===== src/sv/dcc_pkg.sv =====
// Shared constants and helpers for the day-count to calendar-date converter.
// No dependencies; compiled first.
`timescale 1ns / 1ps
`default_nettype none

package dcc_pkg;

  // Payload field widths
  localparam int DayCountW = 16;
  localparam int MsOfDayW  = 27;
  localparam int YearW     = 12;
  localparam int MonthW    = 4;
  localparam int DomW      = 5;
  localparam int HoursW    = 5;
  localparam int MinutesW  = 6;
  localparam int SecondsW  = 6;
  localparam int MillisW   = 10;

  // Valid span: 1 Jan 1992 to 31 Dec 2099
  localparam logic [DayCountW-1:0] DayFirst  = 16'd8035;
  localparam logic [DayCountW-1:0] DayLast   = 16'd47481;
  localparam logic [YearW-1:0]     YearFirst = 12'd1992;

  localparam logic [MsOfDayW-1:0] MsPerDay = 27'd86400000;
  localparam longint unsigned MsPerHour   = 64'd3600000;
  localparam longint unsigned MsPerMinute = 64'd60000;
  localparam longint unsigned MsPerSecond = 64'd1000;
  localparam longint unsigned QuadDays    = 64'd1461;  // days in four years

  localparam int DoyW = 9;  // zero-based day of year, 0..365

  // First zero-based day of each month in a common year
  localparam logic [DoyW-1:0] MonthStart [12] = '{
    9'd0, 9'd31, 9'd59, 9'd90, 9'd120, 9'd151,
    9'd181, 9'd212, 9'd243, 9'd273, 9'd304, 9'd334
  };

  // Month start shifted by the leap day from March on
  function automatic logic [DoyW-1:0] month_start(input logic [MonthW-1:0] idx,
                                                  input logic leap);
    logic [DoyW-1:0] st;
    st = MonthStart[idx];
    if (leap && (idx >= 4'd2)) begin
      st = st + 9'd1;
    end
    return st;
  endfunction

endpackage

`default_nettype wire


===== src/sv/dcc_if.sv =====
// Valid/ready channel interfaces for the converter input and result.
// Depends on dcc_pkg for the field widths.
`timescale 1ns / 1ps
`default_nettype none

interface dcc_in_if import dcc_pkg::*; ();
  logic                 valid;
  logic                 ready;
  logic [DayCountW-1:0] day_count;
  logic [MsOfDayW-1:0]  ms_of_day;

  modport source (output valid, day_count, ms_of_day, input ready);
  modport sink   (input valid, day_count, ms_of_day, output ready);
endinterface

interface dcc_out_if import dcc_pkg::*; ();
  logic                valid;
  logic                ready;
  logic [YearW-1:0]    year;
  logic [MonthW-1:0]   month;
  logic [DomW-1:0]     day_of_month;
  logic [HoursW-1:0]   hours;
  logic [MinutesW-1:0] minutes;
  logic [SecondsW-1:0] seconds;
  logic [MillisW-1:0]  millis;
  logic                range_error;

  modport source (output valid, year, month, day_of_month, hours, minutes, seconds,
                  millis, range_error, input ready);
  modport sink   (input valid, year, month, day_of_month, hours, minutes, seconds,
                  millis, range_error, output ready);
endinterface

`default_nettype wire


===== src/sv/dcc_div_step.sv =====
// A few restoring-division steps by a constant divisor: quotient bits
// [LO+QN-1:LO] and the partial remainder. Pure logic; no package needed.
`timescale 1ns / 1ps
`default_nettype none

module dcc_div_step #(
  parameter int              IW  = 16,
  parameter int              OW  = 16,
  parameter int              QN  = 1,
  parameter int              LO  = 0,
  parameter longint unsigned Div = 64'd1
) (
  input  wire logic [IW-1:0] rem_i,
  output logic      [QN-1:0] quot_o,
  output logic      [OW-1:0] rem_o
);

  logic [IW-1:0] rem;

  // Compare against the shifted divisor, subtract when it fits
  always_comb begin
    rem = rem_i;
    for (int k = QN - 1; k >= 0; k--) begin
      if (64'(rem) >= (Div << (LO + k))) begin
        rem       = rem - IW'(Div << (LO + k));
        quot_o[k] = 1'b1;
      end else begin
        quot_o[k] = 1'b0;
      end
    end
    rem_o = rem[OW-1:0];
  end

endmodule

`default_nettype wire


===== src/sv/day_count_to_calendar_date_unit.sv =====
// Day count since 1 Jan 1970 plus milliseconds of day to Gregorian date and time.
// Throughput: one transaction per cycle while out_o is ready; the five-stage pipeline advances
// per stage, so a stall on out_o holds only the full stages up to the first empty one.
// Reset (rst_ni low, asynchronous) clears the stage valid bits; data is not reset.
// Depends on dcc_pkg, dcc_if and dcc_div_step.
`timescale 1ns / 1ps
`default_nettype none

module day_count_to_calendar_date_unit import dcc_pkg::*; (
  input  wire logic clk_i,
  input  wire logic rst_ni,
  dcc_in_if.sink    in_i,
  dcc_out_if.source out_o
);

  // Pipeline control
  logic [5:1] vld_q;
  logic [6:1] adv;

  always_comb begin
    adv[6] = out_o.ready;
    for (int k = 5; k >= 1; k--) begin
      adv[k] = !vld_q[k] || adv[k+1];
    end
  end

  assign in_i.ready = adv[1];

  always_ff @(posedge clk_i or negedge rst_ni) begin
    if (!rst_ni) begin
      vld_q <= '0;
    end else begin
      if (adv[1]) vld_q[1] <= in_i.valid;
      if (adv[2]) vld_q[2] <= vld_q[1];
      if (adv[3]) vld_q[3] <= vld_q[2];
      if (adv[4]) vld_q[4] <= vld_q[3];
      if (adv[5]) vld_q[5] <= vld_q[4];
    end
  end

  // ---------------- Stage 1: range check, high quotient bits ----------------
  logic                 err_d;
  logic [DayCountW-1:0] d_off;
  logic [17:0]          d_x4;
  logic [3:0]           yq1_d;
  logic [13:0]          dr1_d;
  logic [2:0]           hq1_d;
  logic [23:0]          mr1_d;

  assign err_d = (in_i.day_count < DayFirst) || (in_i.day_count > DayLast) ||
                 (in_i.ms_of_day >= MsPerDay);
  assign d_off = in_i.day_count - DayFirst;
  assign d_x4  = {d_off, 2'b00};

  dcc_div_step #(.IW(18), .OW(14), .QN(4), .LO(3), .Div(QuadDays)) u_yr_hi (
    .rem_i(d_x4), .quot_o(yq1_d), .rem_o(dr1_d)
  );

  dcc_div_step #(.IW(MsOfDayW), .OW(24), .QN(3), .LO(2), .Div(MsPerHour)) u_hr_hi (
    .rem_i(in_i.ms_of_day), .quot_o(hq1_d), .rem_o(mr1_d)
  );

  logic        err1_q;
  logic [3:0]  yq1_q;
  logic [13:0] dr1_q;
  logic [2:0]  hq1_q;
  logic [23:0] mr1_q;

  always_ff @(posedge clk_i) begin
    if (adv[1]) begin
      err1_q <= err_d;
      yq1_q  <= yq1_d;
      dr1_q  <= dr1_d;
      hq1_q  <= hq1_d;
      mr1_q  <= mr1_d;
    end
  end

  // ---------------- Stage 2: year offset, hours, minute high bits ----------------
  logic [2:0]  yq2_d;
  logic [10:0] dr2_d;
  logic [1:0]  hq2_d;
  logic [21:0] mrh_d;
  logic [1:0]  nq2_d;
  logic [19:0] mr2_d;

  dcc_div_step #(.IW(14), .OW(11), .QN(3), .LO(0), .Div(QuadDays)) u_yr_lo (
    .rem_i(dr1_q), .quot_o(yq2_d), .rem_o(dr2_d)
  );

  dcc_div_step #(.IW(24), .OW(22), .QN(2), .LO(0), .Div(MsPerHour)) u_hr_lo (
    .rem_i(mr1_q), .quot_o(hq2_d), .rem_o(mrh_d)
  );

  dcc_div_step #(.IW(22), .OW(20), .QN(2), .LO(4), .Div(MsPerMinute)) u_mn_hi (
    .rem_i(mrh_d), .quot_o(nq2_d), .rem_o(mr2_d)
  );

  logic              err2_q;
  logic [6:0]        yoff2_q;
  logic [10:0]       dr2_q;
  logic [HoursW-1:0] hours2_q;
  logic [1:0]        nq2_q;
  logic [19:0]       mr2_q;

  always_ff @(posedge clk_i) begin
    if (adv[2]) begin
      err2_q   <= err1_q;
      yoff2_q  <= {yq1_q, yq2_d};
      dr2_q    <= dr2_d;
      hours2_q <= {hq1_q, hq2_d};
      nq2_q    <= nq2_d;
      mr2_q    <= mr2_d;
    end
  end

  // ---------------- Stage 3: month lookup, minute low bits ----------------
  // Remainder of 4*d over 1461, divided by four, is the zero-based day of year
  logic [DoyW-1:0]   doy_d;
  logic              leap_d;
  logic [MonthW-1:0] mon_idx;
  logic [DoyW-1:0]   mon_st;
  logic [3:0]        nq3_d;
  logic [15:0]       mr3_d;

  assign doy_d  = dr2_q[10:2];
  assign leap_d = (yoff2_q[1:0] == 2'b00);

  always_comb begin
    mon_idx = '0;
    mon_st  = '0;
    for (int i = 0; i < 12; i++) begin
      if (doy_d >= month_start(MonthW'(i), leap_d)) begin
        mon_idx = MonthW'(i);
        mon_st  = month_start(MonthW'(i), leap_d);
      end
    end
  end

  dcc_div_step #(.IW(20), .OW(16), .QN(4), .LO(0), .Div(MsPerMinute)) u_mn_lo (
    .rem_i(mr2_q), .quot_o(nq3_d), .rem_o(mr3_d)
  );

  logic                err3_q;
  logic [6:0]          yoff3_q;
  logic [MonthW-1:0]   month3_q;
  logic [DoyW-1:0]     doy3_q;
  logic [DoyW-1:0]     start3_q;
  logic [HoursW-1:0]   hours3_q;
  logic [MinutesW-1:0] minutes3_q;
  logic [15:0]         mr3_q;

  always_ff @(posedge clk_i) begin
    if (adv[3]) begin
      err3_q     <= err2_q;
      yoff3_q    <= yoff2_q;
      month3_q   <= mon_idx + 4'd1;
      doy3_q     <= doy_d;
      start3_q   <= mon_st;
      hours3_q   <= hours2_q;
      minutes3_q <= {nq2_q, nq3_d};
      mr3_q      <= mr3_d;
    end
  end

  // ---------------- Stage 4: year, day of month, second high bits ----------------
  logic [DoyW-1:0] dom_full;
  logic [3:0]      sq4_d;
  logic [11:0]     mr4_d;

  assign dom_full = doy3_q - start3_q + 9'd1;

  dcc_div_step #(.IW(16), .OW(12), .QN(4), .LO(2), .Div(MsPerSecond)) u_sc_hi (
    .rem_i(mr3_q), .quot_o(sq4_d), .rem_o(mr4_d)
  );

  logic                err4_q;
  logic [YearW-1:0]    year4_q;
  logic [MonthW-1:0]   month4_q;
  logic [DomW-1:0]     dom4_q;
  logic [HoursW-1:0]   hours4_q;
  logic [MinutesW-1:0] minutes4_q;
  logic [3:0]          sq4_q;
  logic [11:0]         mr4_q;

  always_ff @(posedge clk_i) begin
    if (adv[4]) begin
      err4_q     <= err3_q;
      year4_q    <= YearFirst + YearW'(yoff3_q);
      month4_q   <= month3_q;
      dom4_q     <= dom_full[DomW-1:0];
      hours4_q   <= hours3_q;
      minutes4_q <= minutes3_q;
      sq4_q      <= sq4_d;
      mr4_q      <= mr4_d;
    end
  end

  // ---------------- Stage 5: seconds, millis, output register ----------------
  logic [1:0]         sq5_d;
  logic [MillisW-1:0] ms5_d;

  dcc_div_step #(.IW(12), .OW(MillisW), .QN(2), .LO(0), .Div(MsPerSecond)) u_sc_lo (
    .rem_i(mr4_q), .quot_o(sq5_d), .rem_o(ms5_d)
  );

  logic                err5_q;
  logic [YearW-1:0]    year5_q;
  logic [MonthW-1:0]   month5_q;
  logic [DomW-1:0]     dom5_q;
  logic [HoursW-1:0]   hours5_q;
  logic [MinutesW-1:0] minutes5_q;
  logic [SecondsW-1:0] seconds5_q;
  logic [MillisW-1:0]  millis5_q;

  // Out-of-range transactions give all-zero fields
  always_ff @(posedge clk_i) begin
    if (adv[5]) begin
      err5_q <= err4_q;
      if (err4_q) begin
        year5_q    <= '0;
        month5_q   <= '0;
        dom5_q     <= '0;
        hours5_q   <= '0;
        minutes5_q <= '0;
        seconds5_q <= '0;
        millis5_q  <= '0;
      end else begin
        year5_q    <= year4_q;
        month5_q   <= month4_q;
        dom5_q     <= dom4_q;
        hours5_q   <= hours4_q;
        minutes5_q <= minutes4_q;
        seconds5_q <= {sq4_q, sq5_d};
        millis5_q  <= ms5_d;
      end
    end
  end

  assign out_o.valid        = vld_q[5];
  assign out_o.range_error  = err5_q;
  assign out_o.year         = year5_q;
  assign out_o.month        = month5_q;
  assign out_o.day_of_month = dom5_q;
  assign out_o.hours        = hours5_q;
  assign out_o.minutes      = minutes5_q;
  assign out_o.seconds      = seconds5_q;
  assign out_o.millis       = millis5_q;

`ifndef SYNTHESIS
  // Input backpressure only when every stage is occupied
  a_full_when_blocked: assert property (@(posedge clk_i) disable iff (!rst_ni)
    !in_i.ready |-> (vld_q == 5'b11111))
    else $error("input blocked while a stage is empty");

  // A stalled first stage keeps its range flag
  a_stage1_hold: assert property (@(posedge clk_i) disable iff (!rst_ni)
    vld_q[1] && !adv[1] |=> $stable(err1_q))
    else $error("stage 1 changed while stalled");

  // Range errors carry all-zero fields
  a_err_zero: assert property (@(posedge clk_i) disable iff (!rst_ni)
    out_o.valid && out_o.range_error |->
      out_o.year == '0 && out_o.month == '0 && out_o.day_of_month == '0 &&
      out_o.hours == '0 && out_o.minutes == '0 && out_o.seconds == '0 &&
      out_o.millis == '0)
    else $error("range error with nonzero fields");

  // Good results lie in their calendar ranges
  a_ranges: assert property (@(posedge clk_i) disable iff (!rst_ni)
    out_o.valid && !out_o.range_error |->
      out_o.year >= 12'd1992 && out_o.year <= 12'd2099 &&
      out_o.month >= 4'd1 && out_o.month <= 4'd12 &&
      out_o.day_of_month >= 5'd1 && out_o.hours <= 5'd23 &&
      out_o.minutes <= 6'd59 && out_o.seconds <= 6'd59 && out_o.millis <= 10'd999)
    else $error("result field out of range");
`endif

endmodule

`default_nettype wire


===== src/flat_wrapper.sv =====
// flat-port wrapper written by rule: the top's interface ports become plain ports
module day_count_to_calendar_date_unit_flat import dcc_pkg::*;
  (clk_i, rst_ni, in_i_valid, in_i_day_count, in_i_ms_of_day, in_i_ready, out_o_valid, out_o_year, out_o_month, out_o_day_of_month, out_o_hours, out_o_minutes, out_o_seconds, out_o_millis, out_o_range_error, out_o_ready);
  dcc_in_if in_i_i ();
  dcc_out_if out_o_i ();
  input  wire logic clk_i;
  input  wire logic rst_ni;
  input wire logic [$bits(in_i_i.valid)-1:0] in_i_valid;
  input wire logic [$bits(in_i_i.day_count)-1:0] in_i_day_count;
  input wire logic [$bits(in_i_i.ms_of_day)-1:0] in_i_ms_of_day;
  output wire logic [$bits(in_i_i.ready)-1:0] in_i_ready;
  output wire logic [$bits(out_o_i.valid)-1:0] out_o_valid;
  output wire logic [$bits(out_o_i.year)-1:0] out_o_year;
  output wire logic [$bits(out_o_i.month)-1:0] out_o_month;
  output wire logic [$bits(out_o_i.day_of_month)-1:0] out_o_day_of_month;
  output wire logic [$bits(out_o_i.hours)-1:0] out_o_hours;
  output wire logic [$bits(out_o_i.minutes)-1:0] out_o_minutes;
  output wire logic [$bits(out_o_i.seconds)-1:0] out_o_seconds;
  output wire logic [$bits(out_o_i.millis)-1:0] out_o_millis;
  output wire logic [$bits(out_o_i.range_error)-1:0] out_o_range_error;
  input wire logic [$bits(out_o_i.ready)-1:0] out_o_ready;
  assign in_i_i.valid = in_i_valid;
  assign in_i_i.day_count = in_i_day_count;
  assign in_i_i.ms_of_day = in_i_ms_of_day;
  assign in_i_ready = in_i_i.ready;
  assign out_o_valid = out_o_i.valid;
  assign out_o_year = out_o_i.year;
  assign out_o_month = out_o_i.month;
  assign out_o_day_of_month = out_o_i.day_of_month;
  assign out_o_hours = out_o_i.hours;
  assign out_o_minutes = out_o_i.minutes;
  assign out_o_seconds = out_o_i.seconds;
  assign out_o_millis = out_o_i.millis;
  assign out_o_range_error = out_o_i.range_error;
  assign out_o_i.ready = out_o_ready;
  day_count_to_calendar_date_unit u_core (.clk_i(clk_i), .rst_ni(rst_ni), .in_i(in_i_i), .out_o(out_o_i));
endmodule

===== config.mk =====
export PLATFORM = sky130hd
export DESIGN_NAME = day_count_to_calendar_date_unit_flat
export DESIGN_NICKNAME = d
export VERILOG_FILES = /design/src/sv/dcc_pkg.sv /design/src/sv/dcc_if.sv /design/src/sv/dcc_div_step.sv /design/src/sv/day_count_to_calendar_date_unit.sv /design/src/flat_wrapper.sv
export SDC_FILE = /design/constraint.sdc
export NUM_CORES = 1
export LEC_CHECK = 0
export BUFFER_PORTS_ARGS = -buffer_cell sky130_fd_sc_hd__buf_2
export CORE_AREA = 10 10 182 184
export CTS_CLUSTER_DIAMETER = 30
export DETAILED_ROUTE_END_ITERATION = 16
export DIE_AREA = 0 0 192 194
export PLACE_DENSITY = 0.94
export SLEW_MARGIN = 20
export SYNTH_ARGS = -nofsm -noshare
export SYNTH_HDL_FRONTEND = slang
export SYNTH_SLANG_ARGS = --single-unit
export TNS_END_PERCENT = 20

===== constraint.sdc =====
create_clock -name clk_i -period 11.4 [get_ports clk_i]
set_input_delay 1.14 -clock clk_i [delete_from_list [all_inputs] [get_ports clk_i]]
set_output_delay 1.14 -clock clk_i [all_outputs]
set_load 0.01 [all_outputs]

Word level (Yosys, flattened, before mapping)
Index checks and enable logic that the tools add are counted.
{"block": "classes", "n_addsub": 29, "magnitude_cmp": 38, "n_mux": 80, "reduce_logical": 13}
{"operator": "$mux W20", "n": 4}
{"operator": "$mux W16", "n": 4}
{"operator": "$mux W5", "n": 11}
{"operator": "$mux W18", "n": 3}
{"operator": "$mux W27", "n": 2}
{"operator": "$mux W24", "n": 2}
{"operator": "$mux W22", "n": 2}
{"operator": "$mux W14", "n": 3}
{"operator": "$ge A9 B8 Y1", "n": 4}
{"operator": "$sub A16 B13 Y16 const B", "n": 2}
{"operator": "$mux W1", "n": 30}
{"operator": "$ge A27 B24 Y1 const B", "n": 1}
{"operator": "$ge A27 B25 Y1 const B", "n": 1}
{"operator": "$ge A27 B26 Y1 const B", "n": 1}
{"operator": "$ge A27 B27 Y1 const B", "n": 1}
{"operator": "$ge A9 B9 Y1", "n": 3}
{"operator": "$sub A27 B25 Y27 const B", "n": 1}
{"operator": "$sub A27 B26 Y27 const B", "n": 1}
{"operator": "$ge A24 B22 Y1 const B", "n": 1}
{"operator": "$ge A24 B23 Y1 const B", "n": 1}
{"operator": "$mux W12", "n": 2}
{"operator": "$sub A24 B23 Y24 const B", "n": 1}
{"operator": "$sub A24 B24 Y24 const B", "n": 1}
{"operator": "$ge A22 B20 Y1 const B", "n": 1}
{"operator": "54 further kinds", "n": 77}
{"block": "word_totals", "reg_bits": 244, "inputBits": 47, "out_inout_bits": 51}

Longest topological paths before layout
Gate-level depths: netlist of run 1.
{"block": "logic_depth", "depth_word": 14, "mapped_depth": 31, "depth_no_buf": 26}

Hierarchy
From an unflattened synthesis of run 1, not the netlist that was laid out.
{"block": "unflattened", "cells_unflattened": 2150, "area_unflattened_um2": 20633.5}
{"module": "day_count_to_calendar_date_unit", "instances": 1, "cells_each": 498, "area_each_um2": 8968.6, "seq_area_each_um2": 7181.9}
{"module": "dcc_div_step (u_core.u_yr_hi)", "instances": 1, "cells_each": 304, "area_each_um2": 2163.3, "seq_area_each_um2": 0.0}
{"module": "dcc_div_step (u_core.u_mn_lo)", "instances": 1, "cells_each": 293, "area_each_um2": 2110.8, "seq_area_each_um2": 0.0}
{"module": "dcc_div_step (u_core.u_hr_hi)", "instances": 1, "cells_each": 301, "area_each_um2": 1968.1, "seq_area_each_um2": 0.0}
{"module": "dcc_div_step (u_core.u_yr_lo)", "instances": 1, "cells_each": 192, "area_each_um2": 1398.8, "seq_area_each_um2": 0.0}
{"module": "dcc_div_step (u_core.u_hr_lo)", "instances": 1, "cells_each": 185, "area_each_um2": 1286.2, "seq_area_each_um2": 0.0}
{"module": "dcc_div_step (u_core.u_sc_hi)", "instances": 1, "cells_each": 151, "area_each_um2": 1059.8, "seq_area_each_um2": 0.0}
{"module": "dcc_div_step (u_core.u_mn_hi)", "instances": 1, "cells_each": 145, "area_each_um2": 1019.7, "seq_area_each_um2": 0.0}
{"module": "dcc_div_step (u_core.u_sc_lo)", "instances": 1, "cells_each": 81, "area_each_um2": 658.1, "seq_area_each_um2": 0.0}

Least setup slack after synthesis of run 1
OpenSTA, ideal clock, no wires.
{"block": "synth_path", "kind": "input -> register", "start": "input port in_i_day_count[0]", "end": "register u_core.dr1_q[11] (data pin)", "arrival_ns": 7.450, "required_ns": 11.134, "path_slack_ns": 3.684, "cell_stages": 28, "path_cell_list": "ha_1 buf_6 or4_4 buf_6 a311o_1 a2111o_1 a21o_1 a211o_1 and3_1 a31oi_2 o21ai_2 a21oi_4 xnor2_1 ha_1 clkbuf_1 o211a_1 a32o_1 a31o_2 o211ai_4 a21oi_4 inv_2 buf_6 mux2_4 o211a_1 o32ai_4 mux2_2 a221oi_2 xnor2_1"}
{"block": "synth_between", "elab_chain_len": 9}
{"element": "start, declared", "line_no": "flat_wrapper.sv:9", "text": "input wire logic [$bits(in_i_i.day_count)-1:0] in_i_day_count;"}
{"element": "$sub A16 B13 Y16 *", "line_no": "day_count_to_calendar_date_unit.sv:52", "text": "assign d_off = in_i.day_count - DayFirst;"}
{"element": "$sub A18 B17 Y18 / $ge A18 B17 Y1 (equally long branches)", "line_no": "dcc_div_step.sv:25, dcc_div_step.sv:24"}
{"element": "$mux W18 *", "line_no": "dcc_div_step.sv:24", "text": "if (64'(rem) >= (Div << (LO + k))) begin"}
{"element": "$sub A18 B16 Y18 / $ge A18 B16 Y1 (equally long branches)", "line_no": "dcc_div_step.sv:25, dcc_div_step.sv:24"}
{"element": "$mux W18 *", "line_no": "dcc_div_step.sv:24"}
{"element": "$sub A18 B15 Y18 / $ge A18 B15 Y1 (equally long branches)", "line_no": "dcc_div_step.sv:25, dcc_div_step.sv:24"}
{"element": "$mux W18 *", "line_no": "dcc_div_step.sv:24"}
{"element": "$ge A18 B14 Y1 / $sub A14 B14 Y14 (equally long branches)", "line_no": "dcc_div_step.sv:24, dcc_div_step.sv:25"}
{"element": "$mux W14 *", "line_no": "dcc_div_step.sv:24"}
{"element": "named net u_core.dr1_d[11]", "line_no": "day_count_to_calendar_date_unit.sv:46", "text": "logic [13:0] dr1_d;"}
{"element": "end signal, assigned", "line_no": "day_count_to_calendar_date_unit.sv:73", "text": "dr1_q <= dr1_d;"}
{"element": "end, declared", "line_no": "day_count_to_calendar_date_unit.sv:65", "text": "logic [13:0] dr1_q;"}
The timed path passes the listed nets; every way through them passes the cells marked *.
A chain may end at the register's enable or synchronous reset.

Worst setup path after layout of run 1
Ends and elaborated chain as after synthesis.

==> results.json, run 1 <==
{
  "path_max_fanout": 17,
  "ys_ff_latch": 238,
  "fin_nets": 2228,
  "synth_nets": 2162,
  "drive_gt1_share_pct": 12.5,
  "ioPinCount": 98,
  "hold_path_end": "u_core.yoff3_q[2]",
  "ctsResizeCount": 0,
  "first_pass_iters": 6,
  "finalSetupViolCount": 0,
  "ys_warn_count": 0,
  "routed_wl_microns": 49400,
  "initial_utilization_pct": 64.9,
  "async_reset_ff_share_pct": 2.10,
  "avgRoutedWirePerCell_microns": 19.4,
  "die-height_microns": 194,
  "whs_path_depth": 0,
  "root_buffer": "clkbuf_16",
  "postCtsSetupRepairBufs": 0,
  "cts_tree": "yes",
  "clk_pin_slew_ns": 0.05,
  "vias": 16900,
  "min_period_ns": 8.54,
  "reg2reg_from": "u_core.mr1_q[8]",
  "synth_edf_count": 233,
  "startpoint_type": "primary input",
  "cts_max_level": 2,
  "cts_buffers": 40,
  "post-route-period-util_pct": 74.9,
  "cpPeakStageDelay_ns": 0.68,
  "drt-initial-drc-count": 1681,
  "syn_area_sq_mm": 0.0191,
  "fp.dieArea_sq_mm": 0.0372,
  "ys.flop_type": "edfxtp_1",
  "cap_violations": 0,
  "ys_seq_area_share_pct": 37.3,
  "cts_buffer_depth": 3,
  "critPathRequiredTime_ns": 11.64,
  "cts_num_sinks": 238,
  "finalHoldViolations": 0,
  "syn_avg_cell_area_sq_um": 9.24,
  "arrival_ns": 8.78,
  "grt_pass1_wl_microns": 80200,
  "grt_pass1_vias": 16300,
  "die_w_microns": 192,
  "crit_top_cell": "ha_1",
  "status": "finished, final reports clean",
  "r2r_cells": 24,
  "stdcell_count": 2553,
  "avgViaCountPerCell": 6.62,
  "startpoint": "in_i_day_count[0]",
  "fin_skew_ns": 0.0202,
  "antenna_cells": 0,
  "r2r_end": "u_core.mr2_q[10]",
  "end_kind": "register",
  "grt_max_degree": 51,
  "hpwlAfterDp_microns": 36000,
  "slowest_stage": "a211oi_2",
  "core_sq_mm": 0.0294,
  "synthCells": 2066,
  "clk_latency_ns": 0.52,
  "slew_viol_final": 0,
  "num_rows": 63,
  "drc": 0,
  "fmax_mhz": 117,
  "critPathKind": "in -> reg",
  "grt_overflow": 0,
  "fin_setup_tns_ns": 0,
  "reg2reg_slack_ns": 3.54,
  "relSlewSlack_pct": 34.0,
  "antenna_found_initial": 1,
  "dp_cells": 2480,
  "hold_class": "reg -> reg",
  "tightest_slew_ns": 0.982,
  "hold_path_startpoint": "u_core.yoff2_q[2]",
  "gp_congestion": 0.933,
  "synth_cell_type_count": 127,
  "synthToLayoutAreaGrowth_pct": 10.0,
  "rsz0062_at_grt": "no",
  "postCtsHoldBufs": 0,
  "io_buffers": 97,
  "track_usage_pct": 25.4,
  "postRouteAntennaNets": 0
}
-- worst max path at each step --
| stage | end | slack [ns] | cells after the start |
|---|---|---|---|
| floorplan | u_core.dr1_q[11] | 3.68 | 28 |
| global placement | u_core.dr1_q[11] | 2.81 | 27 |
| detailed placement | u_core.dr1_q[11] | 2.52 | 27 |
| CTS | u_core.dr1_q[13] | 3.03 | 27 |
| global route | u_core.dr1_q[9] | 2.31 | 27 |
| finish | u_core.dr1_q[11] | 2.86 | 27 |
-- cell usage in the layout (no fill, tap or decap), types with 9 or more instances in the layout --
cell / synthesis / final
o211a_1: 11 / 11
nand2_1: 136 / 134
xnor2_1: 169 / 168
nand4_1: 21 / 21
o21ai_0: 113 / 113
a211oi_1: 20 / 20
nand2b_1: 25 / 25
nor3_1: 52 / 52
buf_2: 16 / 97
xor2_1: 64 / 64
nor2b_1: 61 / 61
a221oi_1: 13 / 13
nor4_1: 19 / 19
o211ai_1: 30 / 30
ha_1: 48 / 48
nand3_1: 66 / 65
o21ai_1: 13 / 13
or3_1: 23 / 23
mux2_2: 9 / 9
edfxtp_1: 233 / 233
a31o_2: 11 / 11
and2_1: 20 / 20
or4_1: 17 / 17
nor2_1: 187 / 187
a21boi_0: 9 / 9
a21oi_1: 132 / 132
or2_2: 13 / 13
clkbuf_16: 0 / 40
a211o_1: 11 / 11
o21a_1: 19 / 19
inv_1: 92 / 91
and3_1: 22 / 22
a21o_1: 33 / 33
o31ai_1: 28 / 28
o22ai_1: 13 / 13
a31oi_1: 19 / 19
mux2i_1: 27 / 27
-- worst max-delay path: cells and delay by family --
| kind | cells | cell delay [ns] |
|---|---|---|
| AO/OA/AOI/OAI | 17 | 4.54 |
| XOR/XNOR | 2 | 0.52 |
| adder cells (fa/ha/maj) | 3 | 1.09 |
| buffers and inverters | 2 | 0.38 |
| multiplexers | 2 | 0.75 |
| AND/OR/NAND/NOR | 1 | 0.32 |
-- flip-flops by register name, indices dropped and copies added (netlist names), 6 cells and up --
name / cells
u_core.mr1_q: 24
u_core.mr2_q: 20
u_core.mr3_q: 16
u_core.dr1_q: 12
u_core.mr4_q: 12
u_core.out_o.year: 11
u_core.year4_q: 11
u_core.out_o.millis: 10
u_core.dr2_q: 9
u_core.yoff2_q: 7
u_core.yoff3_q: 7
u_core.minutes3_q: 6
u_core.minutes4_q: 6
u_core.out_o.minutes: 6
u_core.out_o.seconds: 6
-- metal layers --
| metal | vias to the layer above | share of wire, % | track usage, % |
|---|---|---|---|
| li1 | 7920 | - | - |
| met1 | 7938 | 39 | 30.7 |
| met2 | 859 | 50 | 44.0 |
| met3 | 185 | 7.7 | 3.74 |
| met4 | 0 | 4.0 | 10.6 |
| met5 | - | 0 | 0 |
-- synth_stat cells (16+ instances only) --
cell type | n | area (sq um)
a211oi_1 | 20 | 150
a21o_1 | 33 | 248
a21oi_1 | 132 | 661
a31oi_1 | 19 | 119
and2_1 | 20 | 125
and3_1 | 22 | 138
buf_2 | 16 | 80.1
clkbuf_1 | 47 | 176
edfxtp_1 | 233 | 7000
ha_1 | 48 | 601
inv_1 | 92 | 345
mux2i_1 | 27 | 270
nand2_1 | 136 | 510
nand2b_1 | 25 | 156
nand3_1 | 66 | 330
nand4_1 | 21 | 131
nor2_1 | 187 | 702
nor2b_1 | 61 | 382
nor3_1 | 52 | 260
nor4_1 | 19 | 119
o211ai_1 | 30 | 225
o21a_1 | 19 | 143
o21ai_0 | 113 | 566
o31ai_1 | 28 | 210
or3_1 | 23 | 144
or4_1 | 17 | 128
xnor2_1 | 169 | 1480
xor2_1 | 64 | 561
-- layout make-up --
class                   count  area, sq um
clock buffers              48         1040
flip-flops and latches    238         7120
multi-input cells        1653        11200
fillers                  2049         8400
well taps                 390          488
clock inverters            25          215
inverters                  95          358
repair buffers            104          538
-- cells by family after synthesis --
kind of cell	after synthesis	synth area share, %
xor gates and xnor gates	234	10.8
muxes	39	2.16
buffers and inverters	175	3.90
and+or+nand+nor	714	19.3
AOI/OAI and AO/OA	615	23.2
DFF	238	37.3
adders and majority gates	51	3.36
-- through the flow --
step / utilization [%] / cell area [sq um] / worst slack, ns / hold WS [ns]
detailed placement: 67.1 / 19700 / 2.52 / 0.405
global placement: 67.1 / 19700 / 2.81 / 0.400
finish: 71.4 / 21000 / 2.86 / 0.412
floorplan: - / 19100 / 3.68 / 0.400
CTS: 71.4 / 21000 / 3.03 / 0.402
global route: 71.4 / 21000 / 2.31 / 0.417
Power of run 1 is left out: the tool's default activity adds up to more than one toggle a clock period on the data nets, which glitch-free logic cannot reach.
==> inputs of run 2 (changes only) <==
- CORE_AREA: 10 10 182 184 -> 10 10 194 196
- DIE_AREA: 0 0 192 194 -> 0 0 204 206
- PLACE_DENSITY: 0.94 -> 0.88
- clock period: 11.4 -> 7.75 ns (I/O delays scaled with it)
==> run 2 against run 1 <==
Via count shrank 0.33%. Sequential cell count is the same. Worst setup slack lost 2.3 ns. Cell count grew 4.3%. Sequential share of layout area shrank 0.89 points.
==> results.json, run 2 (synthesis results as in run 1) <==
{
  "status": "finished, final reports clean",
  "cts_buffers": 41,
  "top_regs": "u_core.mr1_q x24, u_core.mr2_q x20, u_core.mr3_q x16",
  "finalHoldViolations": 0,
  "clk_pin_slew_ns": 0.06,
  "first_pass_iters": 5,
  "routed_wl_microns": 49000,
  "postCtsSetupRepairBufs": 0,
  "startpoint": "u_core.mr3_q[6]",
  "ioPinCount": 98,
  "cap_violations": 0,
  "critPathRequiredTime_ns": 8.00,
  "final_common_cell": "edfxtp_1",
  "cts_max_level": 2,
  "cts_buffer_depth": 3,
  "fmax_mhz": 138,
  "register_area_sq_mm": 0.00712,
  "drt-initial-drc-count": 1210,
  "root_buffer": "clkbuf_16",
  "track_usage_pct": 22.7,
  "reg2reg_from": "u_core.mr3_q[6]",
  "largest_register": "u_core.mr1_q",
  "finalSetupViolCount": 0,
  "slew_viol_final": 0,
  "path_max_fanout": 12,
  "n_fill_cell": 2689,
  "die_w_microns": 204,
  "final_cell_mix": "233 x edfxtp_1, 187 x nor2_1, 169 x xnor2_1",
  "hpwlAfterDp_microns": 36200,
  "gp_congestion": 0.965,
  "pre_cts_slack_ns": 0.302,
  "synthToLayoutAreaGrowth_pct": 13.0,
  "dpl-instance-area_sq_mm": 0.0201,
  "hold_class": "in -> async",
  "relSlewSlack_pct": 34.6,
  "fin_setup_tns_ns": 0,
  "drive_gt1_share_pct": 14.4,
  "tightest_slew_ns": 0.972,
  "avgRoutedWirePerCell_microns": 18.4,
  "vias": 16800,
  "antenna_found_initial": 1,
  "grt_pass1_vias": 16600,
  "grt_overflow": 0,
  "multi_input_area_sq_mm": 0.0113,
  "end_kind": "register",
  "clk_latency_ns": 0.53,
  "critPathKind": "reg -> reg",
  "grt_max_degree": 51,
  "rsz0062_at_grt": "no",
  "drc": 0,
  "holdWs_ns": 0.0910,
  "arrival_ns": 7.49,
  "fin_skew_ns": 0.0155,
  "min_period_ns": 7.23,
  "cts_tree": "yes",
  "largest_register_ffs": 24,
  "worst_slack_ns": 0.518,
  "post-route-period-util_pct": 93.3,
  "design_area_sq_mm": 0.0216,
  "avgViaCountPerCell": 6.33,
  "cts_num_sinks": 238,
  "fp.dieArea_sq_mm": 0.0420,
  "grt_pass1_wl_microns": 80800,
  "num_rows": 68,
  "fin_nets": 2270,
  "io_buffers": 97,
  "core_sq_mm": 0.0339,
  "initial_utilization_pct": 56.2,
  "postRouteAntennaNets": 0,
  "startpoint_type": "register",
  "die-height_microns": 206
}
run 2: metrics by stage:
| stage | util (%) | instances |
|---|---|---|
| global route | 63.5 | 2661 |
| detailed placement | 59.3 | 2586 |
| floorplan | - | 2066 |
| CTS | 63.5 | 2661 |
| finish | 63.6 | 2662 |
| global placement | 59.3 | 2586 |
run 2: layout make-up:
cell class                      count  share of cell area, %
Sequential cell                   238                   33.0
Inverter                           95                   1.65
Tap cell                          455                   2.64
Clock inverter                     34                   1.80
Multi-Input combinational cell   1653                   52.2
Antenna cell                        1                 0.0116
Clock buffer                       41                   4.76
Timing Repair Buffer              145                   3.92
run 2: repair_timing:
action                     in CTS  in global routing
setup endpoints to repair       0                  3
gates resized for setup         0                  2
hold buffers                    0                  0
run 2: critical path, cell delays in order (launching register included):
cell,delay (ns)
edfxtp_1,0.50
or4b_2,0.72
o41ai_1,0.29
a21oi_1,0.33
or4b_2,0.75
a311oi_2,0.44
a21oi_2,0.19
xnor2_1,0.45
ha_1,0.45
a21oi_1,0.21
a21boi_2,0.49
inv_1,0.17
o22ai_1,0.22
o21ai_0,0.22
o41ai_4,0.59
nand3b_1,0.28
mux2i_1,0.19
o21ai_0,0.11
o32ai_1,0.23
xnor2_1,0.12
run 2: worst paths after layout:
| kind | slack (ns) | depth (start not counted) | end |
|---|---|---|---|
| min in group clk_i | 0.42 | 0 | u_core.hours4_q[1] |
| min | 0.09 | 1 | u_core.vld_q[4] |
| max | 0.52 | 19 | u_core.mr4_q[9] |
| max reg2reg | 0.52 | 19 | u_core.mr4_q[9] |
| max in group asynchronous | 7.47 | 1 | u_core.vld_q[3] |
| min reg2reg | 0.42 | 0 | u_core.hours4_q[1] |
run 2: layer usage:
layer	vias up	GRT usage [%]	share of wire (%)
li1	8007	-	-
met1	7929	25.8	39
met2	736	41.3	50
met3	175	3.56	6.5
met4	0	10.6	4.0
met5	-	0	0
Power of run 2 is left out for the same reason.
